===== src/sv/fhm_pkg.sv =====
// Shared constants, types and the arctangent table for the flow harmonic
// modulation block. No dependencies.
`default_nettype none

package fhm_pkg;

    localparam int ANGLE_BITS    = 16;
    localparam int NUM_HARMONICS = 3;
    localparam int NUM_LANES     = 3;
    localparam int CORDIC_STEPS  = 16;
    localparam int PHASE_W       = 32;
    localparam int XY_W          = 33;
    localparam int CS_W          = 26;
    localparam int CFG_W         = 32;
    localparam int PROD_W        = CFG_W + CS_W;
    localparam int PAIR_W        = PROD_W + 1;
    localparam int SUM_W         = PAIR_W + 3;
    localparam int MAG_W         = SUM_W - 1;
    localparam int NUM_W         = SUM_W;
    localparam int DEN_W         = CFG_W + 8;
    localparam int QUO_BITS      = 21;
    localparam int RES_W         = QUO_BITS + 2;
    localparam int OUT_W         = 20;
    localparam int ENA_W         = 3;
    localparam int IDX_W         = 3;
    localparam int ROUND_SHIFT   = 6;

    localparam logic signed [XY_W-1:0]  INV_GAIN = 33'sd652032874;
    localparam logic signed [XY_W-1:0]  ROUND_ADD = 33'sd32;
    localparam logic signed [OUT_W-1:0] OUT_MAX  = 20'sd524287;
    localparam logic signed [OUT_W-1:0] OUT_MIN  = -20'sd524288;
    localparam logic signed [OUT_W-1:0] ONE_Q16  = 20'sd65536;

    typedef enum logic [IDX_W-1:0] {
        REG_TOTAL_ET,
        REG_Q2_COS,
        REG_Q2_SIN,
        REG_Q3_COS,
        REG_Q3_SIN,
        REG_Q4_COS,
        REG_Q4_SIN,
        REG_ENABLE
    } cfg_reg_t;

    typedef struct packed {
        logic active;
        logic neg;
    } fhm_meta_t;

    function automatic logic signed [XY_W-1:0] atan_turn(input int unsigned step);
        logic signed [XY_W-1:0] v;
        case (step)
            0:       v = 33'sd536870912;
            1:       v = 33'sd316933406;
            2:       v = 33'sd167458907;
            3:       v = 33'sd85004756;
            4:       v = 33'sd42667331;
            5:       v = 33'sd21354465;
            6:       v = 33'sd10679838;
            7:       v = 33'sd5340245;
            8:       v = 33'sd2670163;
            9:       v = 33'sd1335087;
            10:      v = 33'sd667544;
            11:      v = 33'sd333772;
            12:      v = 33'sd166886;
            13:      v = 33'sd83443;
            14:      v = 33'sd41722;
            15:      v = 33'sd20861;
            default: v = '0;
        endcase
        return v;
    endfunction

endpackage

`default_nettype wire


===== src/sv/fhm_cordic.sv =====
// One sin/cos lane: range reduction, pipelined rotation steps, Q24 rounding.
// Depends on fhm_pkg.
`default_nettype none

module fhm_cordic (
    input  wire logic                                clk,
    input  wire logic                                rst_n,
    input  wire logic                                adv,
    input  wire logic                                in_vld,
    input  wire logic [fhm_pkg::PHASE_W-1:0]         phase,
    output logic                                     out_vld,
    output logic signed [fhm_pkg::CS_W-1:0]          cos_q,
    output logic signed [fhm_pkg::CS_W-1:0]          sin_q
);
    import fhm_pkg::*;

    logic [CORDIC_STEPS+1:0]  vld_reg;
    logic signed [XY_W-1:0]   x_reg [0:CORDIC_STEPS];
    logic signed [XY_W-1:0]   y_reg [0:CORDIC_STEPS];
    logic signed [XY_W-1:0]   z_reg [0:CORDIC_STEPS];
    logic                     flip_reg [0:CORDIC_STEPS];
    logic                     flip_next;
    logic [PHASE_W-1:0]       red_phase;
    logic signed [XY_W-1:0]   xr, yr;
    logic signed [CS_W-1:0]   cos_reg, sin_reg, cos_next, sin_next;

    always_comb
    begin
        flip_next = (phase[PHASE_W-1:PHASE_W-2] == 2'b01) ||
                    (phase[PHASE_W-1:PHASE_W-2] == 2'b10);
        red_phase = {phase[PHASE_W-1] ^ flip_next, phase[PHASE_W-2:0]};
    end

    always_ff @(posedge clk or negedge rst_n)
    begin
        if (!rst_n)
        begin
            vld_reg <= '0;
        end
        else if (adv)
        begin
            vld_reg <= {vld_reg[CORDIC_STEPS:0], in_vld};
        end
    end

    always_ff @(posedge clk)
    begin
        if (adv)
        begin
            x_reg[0]    <= INV_GAIN;
            y_reg[0]    <= '0;
            z_reg[0]    <= {red_phase[PHASE_W-1], red_phase};
            flip_reg[0] <= flip_next;
        end
    end

    for (genvar i = 0; i < CORDIC_STEPS; i++)
    begin : g_step
        logic signed [XY_W-1:0] dx, dy;
        assign dx = y_reg[i] >>> i;
        assign dy = x_reg[i] >>> i;

        always_ff @(posedge clk)
        begin
            if (adv)
            begin
                if (!z_reg[i][XY_W-1])
                begin
                    x_reg[i+1] <= x_reg[i] - dx;
                    y_reg[i+1] <= y_reg[i] + dy;
                    z_reg[i+1] <= z_reg[i] - atan_turn(i);
                end
                else
                begin
                    x_reg[i+1] <= x_reg[i] + dx;
                    y_reg[i+1] <= y_reg[i] - dy;
                    z_reg[i+1] <= z_reg[i] + atan_turn(i);
                end
                flip_reg[i+1] <= flip_reg[i];
            end
        end
    end

    always_comb
    begin
        xr = (x_reg[CORDIC_STEPS] + ROUND_ADD) >>> ROUND_SHIFT;
        yr = (y_reg[CORDIC_STEPS] + ROUND_ADD) >>> ROUND_SHIFT;
        cos_next = flip_reg[CORDIC_STEPS] ? -xr[CS_W-1:0] : xr[CS_W-1:0];
        sin_next = flip_reg[CORDIC_STEPS] ? -yr[CS_W-1:0] : yr[CS_W-1:0];
    end

    always_ff @(posedge clk)
    begin
        if (adv)
        begin
            cos_reg <= cos_next;
            sin_reg <= sin_next;
        end
    end

    assign out_vld = vld_reg[CORDIC_STEPS+1];
    assign cos_q   = cos_reg;
    assign sin_q   = sin_reg;

endmodule

`default_nettype wire


===== config.mk =====
export PLATFORM = sky130hd
export DESIGN_NAME = fhm_cordic
export DESIGN_NICKNAME = d
export VERILOG_FILES = /design/src/sv/fhm_pkg.sv /design/src/sv/fhm_cordic.sv
export SDC_FILE = /design/constraint.sdc
export NUM_CORES = 2
export LEC_CHECK = 0
export ABC_AREA = 0
export BUFFER_PORTS_ARGS = -buffer_cell sky130_fd_sc_hd__buf_2
export CAP_MARGIN = 25
export CORE_ASPECT_RATIO = 1.5
export CORE_MARGIN = 8
export CORE_UTILIZATION = 35
export CTS_CLUSTER_SIZE = 40
export DETAILED_ROUTE_END_ITERATION = 16
export PLACE_DENSITY = 0.51
export SLEW_MARGIN = 20
export SYNTH_ARGS = -nofsm -noshare
export SYNTH_HDL_FRONTEND = slang
export SYNTH_SLANG_ARGS = --single-unit

===== constraint.sdc =====
create_clock -name clk -period 9.5 [get_ports clk]
set_clock_uncertainty 0.2 [all_clocks]
set_input_delay 0.95 -clock clk [delete_from_list [all_inputs] [get_ports clk]]
set_output_delay 0.95 -clock clk [all_outputs]
set_load 0.005 [all_outputs]

==> summary.md <==
| Metric | Value |
|---|---|
| Register area share after synthesis | `0.369` |
| Number of synthesized register bits | `1535` |
| Row count | `268` |
| Later-pin clock latency in the skew report | `0.89 ns` |
| Number of fill cells | `35.6k` |
| Clock root buffer | `clkbuf_16` |
| Worst r2r src | `y_reg[5][7]` |
| Slew margin rel. | `0.283` |
| RSZ-0062 raised after global routing | `false` |
| Routed WL | `340 mm` |
| Postcts setup bufs | `0` |
| Critical Path Start | `y_reg[5][7]` |
| TritonCTS clock tree | `done` |
| Final Max Slew Viols | `0` |
| Slew at the pin closest to its max-slew limit | `1.06 ns` |
| Final setup violation count | `0` |
| Core Box Area | `355000 um^2` |
| Maxcap violations | `0` |
| Number of global-route vias before repair | `96.2k` |
| Port Buffers | `88` |
| Dominant synthesized flop cell | `edfxtp_1` |
| Die ar. | `376000 um^2` |
| FMAX | `0.156 GHz` |
| Place WS | `2.47 ns` |
| CP startpoint kind | `register` |
| Hold Buf Count CTS | `31` |
| Post-synth EDFFs | `1517` |
| CTS Buf Count | `181` |
| Worst setup path category | `register to register` |
| Min-Delay Path Class | `input pin to register` |
| CTS Buffer Depth | `4` |
| Post-Syn Nets | `14.2k` |
| Largest net degree at the start of global routing | `150` |
| R2R Setup Slk | `3.09 ns` |
| Post-DRT Antenna Nets | `0` |
| Starting DRT DRC Count | `4044` |
| Hold slack | `0.114 ns` |
| # nets final | `14.3k` |
| Worst Reg-to-Reg Cells | `16` |
| DP Cell Count | `17.4k` |
| Hold Fails Final Rpt | `0` |
| Resized cells post-CTS | `0` |
| Syn Area/Cell | `9.81 um^2` |
| Area growth, synth to finish | `10.0%` |
| Most common cell after layout, fill and taps aside | `edfxtp_1` |
| Synth unique cells | `108` |
| Share of cells above drive strength 1 | `0.0481` |
| Setup crit end | `x_reg[6][29]` |
| Largest register FFs | `494` |
| Tcrit/Tclk final | `0.675` |
| Post-DR wirelength/cell | `19.2 um` |
| Global-route wire length before repair | `521 mm` |
| DP HPWL | `278 mm` |
| Die X | `503 um` |
| Syn Inst Count | `12.7k` |
| Worst-path maximum fanout | `5` |
| Gr usage total | `0.174` |
| Initial Util | `0.351` |
| Via/cell ratio | `5.30` |
| Routed vias | `94.1k` |
| Tmin final | `6.41 ns` |
| RD Place Congestion | `0.948` |
| CTS clk-pin slew, worst paths | `0.06 ns` |
| Ports | `89` |
| Final cell count without fillers | `17.7k` |
| Global route total overflow | `0` |
| Crit. End Element | `register` |
| Status | `finished, final reports clean` |
| Total negative slack | `0 ns` |
| H-tree Lvls | `4` |
| Detailed-route DRC error count | `0` |
| R2r endpoint | `x_reg[6][29]` |
| Setup ws final | `3.09 ns` |
| Clock sinks | `1535` |
| Synthesized area | `125000 um^2` |
| Initial antenna violation count | `2` |
| Die H | `747 um` |
| Commonest non-fill, non-tap cells in the layout | `edfxtp_1 (1517), ha_1 (1366), xnor2_1 (1268), a21oi_1 (1217), nor2_1 (971)` |
| Synth Warn # | `0` |
| Worst EP required | `9.86 ns` |
| Drt first pass iters | `6` |
| WP data arrival | `6.77 ns` |
| Async S/R FF share, synth | `0.0117` |
-- cells in the mapped netlist, types with 161 or more instances --
master    number  area share
nor2_1       971       0.029
nand3_1      248       0.010
o31ai_1      166       0.010
nand2_1      679       0.020
nor3_1       306       0.012
xnor2_1     1268       0.089
xor2_1       597       0.042
o21ai_0      664       0.027
ha_1        1366        0.14
nand2b_1     169      0.0085
o21a_1       219       0.013
clkbuf_1     161      0.0048
edfxtp_1    1517        0.37
inv_1        484       0.015
a21oi_1     1217       0.049
a21o_1       591       0.036
-- metrics by stage --
stage	utilization	area, um^2
final	0.386	137000
after global routing	0.386	137000
after CTS	0.386	137000
after detailed placement	0.369	131000
after global placement	0.369	131000
after floorplan	-	125000
-- worst min-delay path by stage --
| stage | from | endpoint | slack [ns] | cells past startpoint |
|---|---|---|---|---|
| 2_1_floorplan | flip_reg[9] | flip_reg[10] | 0.20 | 0 |
| 3_3_place_gp | z_reg[0][2] | z_reg[1][2] | 0.20 | 0 |
| 3_5_place_dp | flip_reg[9] | flip_reg[10] | 0.20 | 0 |
| 4_1_cts | phase[30] | z_reg[0][31] | 0.04 | 1 |
| 5_1_grt | phase[30] | z_reg[0][31] | 0.07 | 1 |
| 6_report | phase[30] | z_reg[0][31] | 0.11 | 1 |
-- area by class of cell --
type / count / area (um^2) / share of cell area
multi-input combinational: 10500 / 76000 / 0.554
tap: 4725 / 5910 / 0.0431
sequential: 1535 / 46000 / 0.336
clock buffer: 214 / 4770 / 0.0348
clock inverter: 108 / 1160 / 0.00847
antenna: 3 / 7.51 / 0.0000548
inverter: 493 / 1850 / 0.0135
timing repair buffer: 197 / 1400 / 0.0102
-- per-layer routing --
metal / vias up / global-route usage / share of wire
met4: 0 / 0.117 / 0.079
li1: 47900 / - / -
met5: - / 0 / 0
met1: 43900 / 0.141 / 0.31
met3: 913 / 0.0161 / 0.021
met2: 1460 / 0.374 / 0.59
-- worst max-delay path, stage by stage (launching register included) --
cell and delay (ns):
edfxtp_1 0.46, or3_1 0.41, or3_1 0.42, nor3_1 0.41, nor2_1 0.10, xor2_1 0.16
ha_1 0.35, and4_1 0.25, and3_1 0.18, and3_1 0.20, o31ai_1 0.33, o211ai_1 0.19
a311oi_1 0.93, o31ai_1 0.30, a311oi_1 0.74, nor4bb_1 0.11, or3_1 0.39
-- cell families (layout without fill, tap and decap cells) --
kind of cell / after synthesis / after routing / synth area share
simple gates: 3240 / 3240 / 0.127
flops: 1535 / 1535 / 0.369
buf+inv: 702 / 1012 / 0.0214
mux: 127 / 127 / 0.0107
other cells: 0 / 3 / 0
compound gates: 3831 / 3831 / 0.197
xor+xnor: 1866 / 1866 / 0.131
fa+ha+maj: 1408 / 1408 / 0.144
Power is left out: the tool's default activity adds up to more than one toggle a clock period on the data nets, which glitch-free logic cannot reach.
