### src/sv/fhm_pkg.sv
// Shared constants, types and the arctangent table for the flow harmonic
// modulation block. No dependencies.
`default_nettype none

package fhm_pkg;

    localparam int ANGLE_BITS    = 16;
    localparam int NUM_HARMONICS = 3;
    localparam int NUM_LANES     = 3;
    localparam int CORDIC_STEPS  = 16;
    localparam int PHASE_W       = 32;
    localparam int XY_W          = 33;
    localparam int CS_W          = 26;
    localparam int CFG_W         = 32;
    localparam int PROD_W        = CFG_W + CS_W;
    localparam int PAIR_W        = PROD_W + 1;
    localparam int SUM_W         = PAIR_W + 3;
    localparam int MAG_W         = SUM_W - 1;
    localparam int NUM_W         = SUM_W;
    localparam int DEN_W         = CFG_W + 8;
    localparam int QUO_BITS      = 21;
    localparam int RES_W         = QUO_BITS + 2;
    localparam int OUT_W         = 20;
    localparam int ENA_W         = 3;
    localparam int IDX_W         = 3;
    localparam int ROUND_SHIFT   = 6;

    localparam logic signed [XY_W-1:0]  INV_GAIN = 33'sd652032874;
    localparam logic signed [XY_W-1:0]  ROUND_ADD = 33'sd32;
    localparam logic signed [OUT_W-1:0] OUT_MAX  = 20'sd524287;
    localparam logic signed [OUT_W-1:0] OUT_MIN  = -20'sd524288;
    localparam logic signed [OUT_W-1:0] ONE_Q16  = 20'sd65536;

    typedef enum logic [IDX_W-1:0] {
        REG_TOTAL_ET,
        REG_Q2_COS,
        REG_Q2_SIN,
        REG_Q3_COS,
        REG_Q3_SIN,
        REG_Q4_COS,
        REG_Q4_SIN,
        REG_ENABLE
    } cfg_reg_t;

    typedef struct packed {
        logic active;
        logic neg;
    } fhm_meta_t;

    function automatic logic signed [XY_W-1:0] atan_turn(input int unsigned step);
        logic signed [XY_W-1:0] v;
        case (step)
            0:       v = 33'sd536870912;
            1:       v = 33'sd316933406;
            2:       v = 33'sd167458907;
            3:       v = 33'sd85004756;
            4:       v = 33'sd42667331;
            5:       v = 33'sd21354465;
            6:       v = 33'sd10679838;
            7:       v = 33'sd5340245;
            8:       v = 33'sd2670163;
            9:       v = 33'sd1335087;
            10:      v = 33'sd667544;
            11:      v = 33'sd333772;
            12:      v = 33'sd166886;
            13:      v = 33'sd83443;
            14:      v = 33'sd41722;
            15:      v = 33'sd20861;
            default: v = '0;
        endcase
        return v;
    endfunction

endpackage

`default_nettype wire

### src/sv/fhm_div.sv
// Pipelined restoring divider with round-to-nearest, offset by one and clip.
// Depends on fhm_pkg.
`default_nettype none

module fhm_div (
    input  wire logic                              clk,
    input  wire logic                              rst_n,
    input  wire logic                              adv,
    input  wire logic                              in_vld,
    input  wire logic [fhm_pkg::MAG_W-1:0]         mag,
    input  wire logic [fhm_pkg::CFG_W-1:0]         et,
    input  wire fhm_pkg::fhm_meta_t                meta,
    output logic                                   out_vld,
    output logic signed [fhm_pkg::OUT_W-1:0]       modulation,
    output logic                                   saturated
);
    import fhm_pkg::*;

    logic [QUO_BITS+1:0]      vld_reg;
    logic [NUM_W-1:0]         rem_reg  [0:QUO_BITS];
    logic [DEN_W-1:0]         den_reg  [0:QUO_BITS];
    logic [QUO_BITS-1:0]      quo_reg  [0:QUO_BITS];
    fhm_meta_t                meta_reg [0:QUO_BITS];
    logic                     big_reg  [1:QUO_BITS];
    logic signed [OUT_W-1:0]  mod_reg, mod_next;
    logic                     sat_reg, sat_next;
    logic signed [RES_W-1:0]  res;

    always_ff @(posedge clk or negedge rst_n)
    begin
        if (!rst_n)
        begin
            vld_reg <= '0;
        end
        else if (adv)
        begin
            vld_reg <= {vld_reg[QUO_BITS:0], in_vld};
        end
    end

    always_ff @(posedge clk)
    begin
        if (adv)
        begin
            rem_reg[0]  <= NUM_W'(mag) + (NUM_W'(et) << 7);
            den_reg[0]  <= DEN_W'(et) << 8;
            quo_reg[0]  <= '0;
            meta_reg[0] <= meta;
        end
    end

    for (genvar j = 0; j < QUO_BITS; j++)
    begin : g_bit
        logic [NUM_W-1:0] trial;
        logic             ge;
        assign trial = NUM_W'(den_reg[j]) << (QUO_BITS - 1 - j);
        assign ge    = rem_reg[j] >= trial;

        always_ff @(posedge clk)
        begin
            if (adv)
            begin
                rem_reg[j+1]  <= ge ? rem_reg[j] - trial : rem_reg[j];
                den_reg[j+1]  <= den_reg[j];
                quo_reg[j+1]  <= {quo_reg[j][QUO_BITS-2:0], ge};
                meta_reg[j+1] <= meta_reg[j];
            end
        end

        if (j == 0)
        begin : g_big
            always_ff @(posedge clk)
            begin
                if (adv)
                begin
                    big_reg[1] <= rem_reg[0] >= (NUM_W'(den_reg[0]) << QUO_BITS);
                end
            end
        end
        else
        begin : g_carry
            always_ff @(posedge clk)
            begin
                if (adv)
                begin
                    big_reg[j+1] <= big_reg[j];
                end
            end
        end
    end

    always_comb
    begin
        res = meta_reg[QUO_BITS].neg
            ? RES_W'(ONE_Q16) - $signed({2'b00, quo_reg[QUO_BITS]})
            : RES_W'(ONE_Q16) + $signed({2'b00, quo_reg[QUO_BITS]});
        mod_next = res[OUT_W-1:0];
        sat_next = 1'b0;
        if (!meta_reg[QUO_BITS].active)
        begin
            mod_next = ONE_Q16;
        end
        else if (big_reg[QUO_BITS])
        begin
            mod_next = meta_reg[QUO_BITS].neg ? OUT_MIN : OUT_MAX;
            sat_next = 1'b1;
        end
        else if (res > RES_W'(OUT_MAX))
        begin
            mod_next = OUT_MAX;
            sat_next = 1'b1;
        end
        else if (res < RES_W'(OUT_MIN))
        begin
            mod_next = OUT_MIN;
            sat_next = 1'b1;
        end
    end

    always_ff @(posedge clk)
    begin
        if (adv)
        begin
            mod_reg <= mod_next;
            sat_reg <= sat_next;
        end
    end

    assign out_vld    = vld_reg[QUO_BITS+1];
    assign modulation = mod_reg;
    assign saturated  = sat_reg;

endmodule

`default_nettype wire

### config.mk
export PLATFORM = sky130hd
export DESIGN_NAME = fhm_div
export DESIGN_NICKNAME = d
export VERILOG_FILES = /design/src/sv/fhm_pkg.sv /design/src/sv/fhm_div.sv
export SDC_FILE = /design/constraint.sdc
export NUM_CORES = 2
export LEC_CHECK = 0
export BUFFER_PORTS_ARGS = -buffer_cell sky130_fd_sc_hd__buf_2
export CORE_MARGIN = 4
export CORE_UTILIZATION = 58
export CTS_CLUSTER_SIZE = 14
export DETAILED_ROUTE_END_ITERATION = 8
export GPL_ROUTABILITY_DRIVEN = 1
export HOLD_SLACK_MARGIN = 0.06
export PLACE_DENSITY = 0.74
export SYNTH_ARGS = -nofsm -noshare
export SYNTH_HDL_FRONTEND = slang
export SYNTH_SLANG_ARGS = --single-unit
### constraint.sdc
create_clock -name clk -period 4.6 [get_ports clk]
set_input_delay 1.38 -clock clk [delete_from_list [all_inputs] [get_ports clk]]
set_output_delay 1.38 -clock clk [all_outputs]
set_load 0.005 [all_outputs]
==> run metrics <==
Comb pwr share=36.7%; Most Frequent Cell on Critical Path=nand2_1; Critical Path AT=4970 ps; via/cell ratio=about 5.9; Worst Path Buf+Inv=1; CP Class=reg2reg; R2R Path Start=den_reg[2][9]; H-tree depth=4; largest net degree at the start of global routing=161; Net Count, Synth=11036; Tightest Pin Transition=984 ps; fmax=229 MHz; fin crit share=95.0%; FILL cells=15188; Min Hold Slack=~400 ps; Worst path slowest cell=edfxtp_1; Critical Path End Type=flop; Clock Power Share=23.4%; row count=166; Final HPWL DP=214000 um; Psw=28.0 mW; Final GP Congestion=~0.98; clk slew on worst S/H paths=60 ps; Cell Pwr Density=approximately 610 nW/um^2; antenna violations before repair=8; Clock Path Buffers=3; CP Data Required Time=~5200 ps; GRT overflow=0; wire length per cell=20.8 um; Starting Density=58.5%; CP max FO=4; prevailing post-synth register cell=edfxtp_1; # DRC=0; mapped cell area=120000 um^2; Syn Inst Count=10176; CTS tree=built; vias in the first global route=80182; FF-to-FF setup slack=between 200 and 250 ps; worst clock skew=70.0 ps; Via Count=79593; Die Span Y=463 um; share of cells above drive strength 1=8.88%; Critical Path Source=den_reg[2][9]; hold_sp=quo_reg[2][54]; Seq/Total Area, Yosys=57.7%; endpoints failing hold=0; initial drt markers=6038; first-pass GRT wire length=440000 um; total CTS buffers=236; Antenna Nets Post-Route=0; hold_buf cts=0; Largest register FFs=1302; fin. max-slew vios=0; max_cap viols=0; Die Area=215000 um^2; Synth cell types=105; run status=completed; worst-skew pair later-pin latency=910 ps; slowest stage delay, CP=440 ps; die span in x=463 um; Final setup viols=0; delay-heaviest family, CP=compound AO/OA/AOI/OAI gates; total number of yosys warnings=0; I/O pins=121; most common cell after layout, fill and taps aside=edfxtp_1; RSZ-0062 raised after global routing=no; router iterations before antenna repair=6; Hold Crit Class=reg2reg; TritonCTS Sinks=2314; most frequent cells in the layout=edfxtp_1 (2291), inv_1 (877), a21oi_1 (855); critical path, cell by cell=inv_1, ha_1, nor2b_1, o31a_1, o41a_1, a22o_1, a31oi_4, o21ai_1, a41o_1, o31ai_1, and4b_1, nand2_1, o41ai_1, nand2_1; Max VDD drop=0.000458 V; Placed Area=125000 um^2; IO Port Bufs=120; final critical-path required period=4370 ps; wirelength, routed=approximately 280000 um; GRT Total Usage=25.8%; Area growth syn-to-layout=10.9%; Slew HR=between 30 and 40%; Final Instance Area=133000 um^2; Switching Share=34.5%; Core Area=205000 um^2; nets=between 10000 and 15000; asr flop ratio synth=0.994%; Setup crit start kind=flop; CTS Root Cell=clkbuf_16; Leak=52.4 nW; share of power burned in registers=39.9%; post-synthesis register bit count=approximately 2300; Mean Syn Cell Area=11.8 um^2; Post-synth EDFFs=2291; internal power=53.1 mW
==> final cells by class <==
class,instances,area (um^2),area share [%]
tap,2688,3360,2.52
clock buffer,284,6090,4.57
timing repair buffer,326,2570,1.93
sequential,2314,69400,52.1
antenna,11,27.5,0.0207
inverter,878,3300,2.47
multi-input combinational,6785,46900,35.2
clock inverter,158,1680,1.26
==> cells in the mapped netlist, drive strengths merged, types with 14 or more instances <==
library cell | n | share of area (%)
a2111oi | 17 | 0.15
a211o | 14 | 0.10
a211oi | 48 | 0.31
a21boi | 22 | 0.14
a21o | 359 | 2.2
a21oi | 860 | 3.6
a221o | 15 | 0.12
a221oi | 24 | 0.18
a31o | 17 | 0.12
a31oi | 70 | 0.40
and2 | 31 | 0.16
and3 | 77 | 0.40
and4 | 20 | 0.15
buf | 47 | 0.17
clkbuf | 152 | 0.48
dfrtp | 23 | 0.48
edfxtp | 2291 | 57
fa | 21 | 0.35
ha | 740 | 7.7
inv | 878 | 2.7
mux2 | 161 | 1.5
nand2 | 683 | 2.1
nand2b | 120 | 0.62
nand3 | 170 | 0.71
nand3b | 22 | 0.14
nand4 | 140 | 0.73
nand4b | 16 | 0.12
nor2 | 673 | 2.1
nor2b | 118 | 0.61
nor3 | 169 | 0.72
nor3b | 17 | 0.11
nor4 | 154 | 0.82
nor4b | 19 | 0.15
o211ai | 33 | 0.22
o21a | 85 | 0.53
o21ai | 595 | 2.5
o21bai | 92 | 0.57
o31a | 22 | 0.16
o31ai | 56 | 0.36
o41ai | 19 | 0.15
or2 | 33 | 0.17
or3 | 53 | 0.28
or4 | 34 | 0.21
xnor2 | 467 | 3.4
xor2 | 361 | 2.6
==> kinds of logic (layout without fill, tap and decap cells) <==
group,count (synthesis),count (layout),share of synthesized area (%)
AO/OA/AOI/OAI,2451,2451,12.7
buffers and inverters,1077,1646,3.39
AND/OR/NAND/NOR,2575,2575,10.6
adder cells (fa/ha/maj),761,761,8.05
XOR/XNOR,828,828,6.03
multiplexers,170,170,1.58
other,0,11,0
flip-flops,2314,2314,57.7
==> path summary, 6_finish.rpt <==
kind | end | depth (start not counted)
min in group asynchronous | vld_reg[22] | 1
hold reg to reg | quo_reg[2][76] | 0
setup / recovery | rem_reg[4][115] | 14
hold / removal | quo_reg[2][76] | 0
max in group asynchronous | vld_reg[11] | 1
setup reg to reg | rem_reg[4][115] | 14
==> power by group through the flow <==
| stage | combinational [mW] | clock (mW) | sequential, mW |
|---|---|---|---|
| floorplan | 22.2 | 0 | 31.4 |
| global placement | 28.5 | 0 | 32.6 |
| detailed placement | 29.3 | 0 | 32.7 |
| CTS | 29.5 | 19.4 | 32.3 |
| global route | 33.1 | 20.3 | 32.7 |
| finish | 29.7 | 19.0 | 32.4 |
==> metrics by stage <==
stage	cells	worst slack (ps)	setup TNS [ps]	power (mW)	utilization, %
after floorplan	10176	275	0	53.6	-
final	13444	229	0	81.1	64.9
after CTS	13432	217	0	81.2	64.8
after global routing	13443	35.8	0	86.1	64.9
after detailed placement	12990	-31.4	-31.4	62.0	61.1
after global placement	12990	-152	-999	61.1	61.1
==> worst register-to-register path: stages (launching register included) <==
cell	delay, ps
edfxtp_1	440
inv_1	90
ha_1	230
nor2b_1	160
o31a_1	280
o41a_1	400
a22o_1	380
a31oi_4	300
o21ai_1	200
a41o_1	350
o31ai_1	410
and4b_1	310
nand2_1	130
o41ai_1	300
nand2_1	90
==> per-layer routing <==
| metal | part of all wire [%] | track usage [%] | routed length (um) |
|---|---|---|---|
| met5 | 0.014 | 0 | 40 |
| met4 | 5.6 | 13.1 | 15600 |
| met3 | 4.1 | 3.52 | 11500 |
| met2 | 52 | 47.5 | 146000 |
| met1 | 38 | 29.2 | 107000 |
==> repair_timing <==
item | CTS | global route
resized for setup | 0 | 2
setup endpoints to repair | 0 | 9
buffers inserted | 0 | 1
Note: power is estimated with default switching activity, not from simulation.
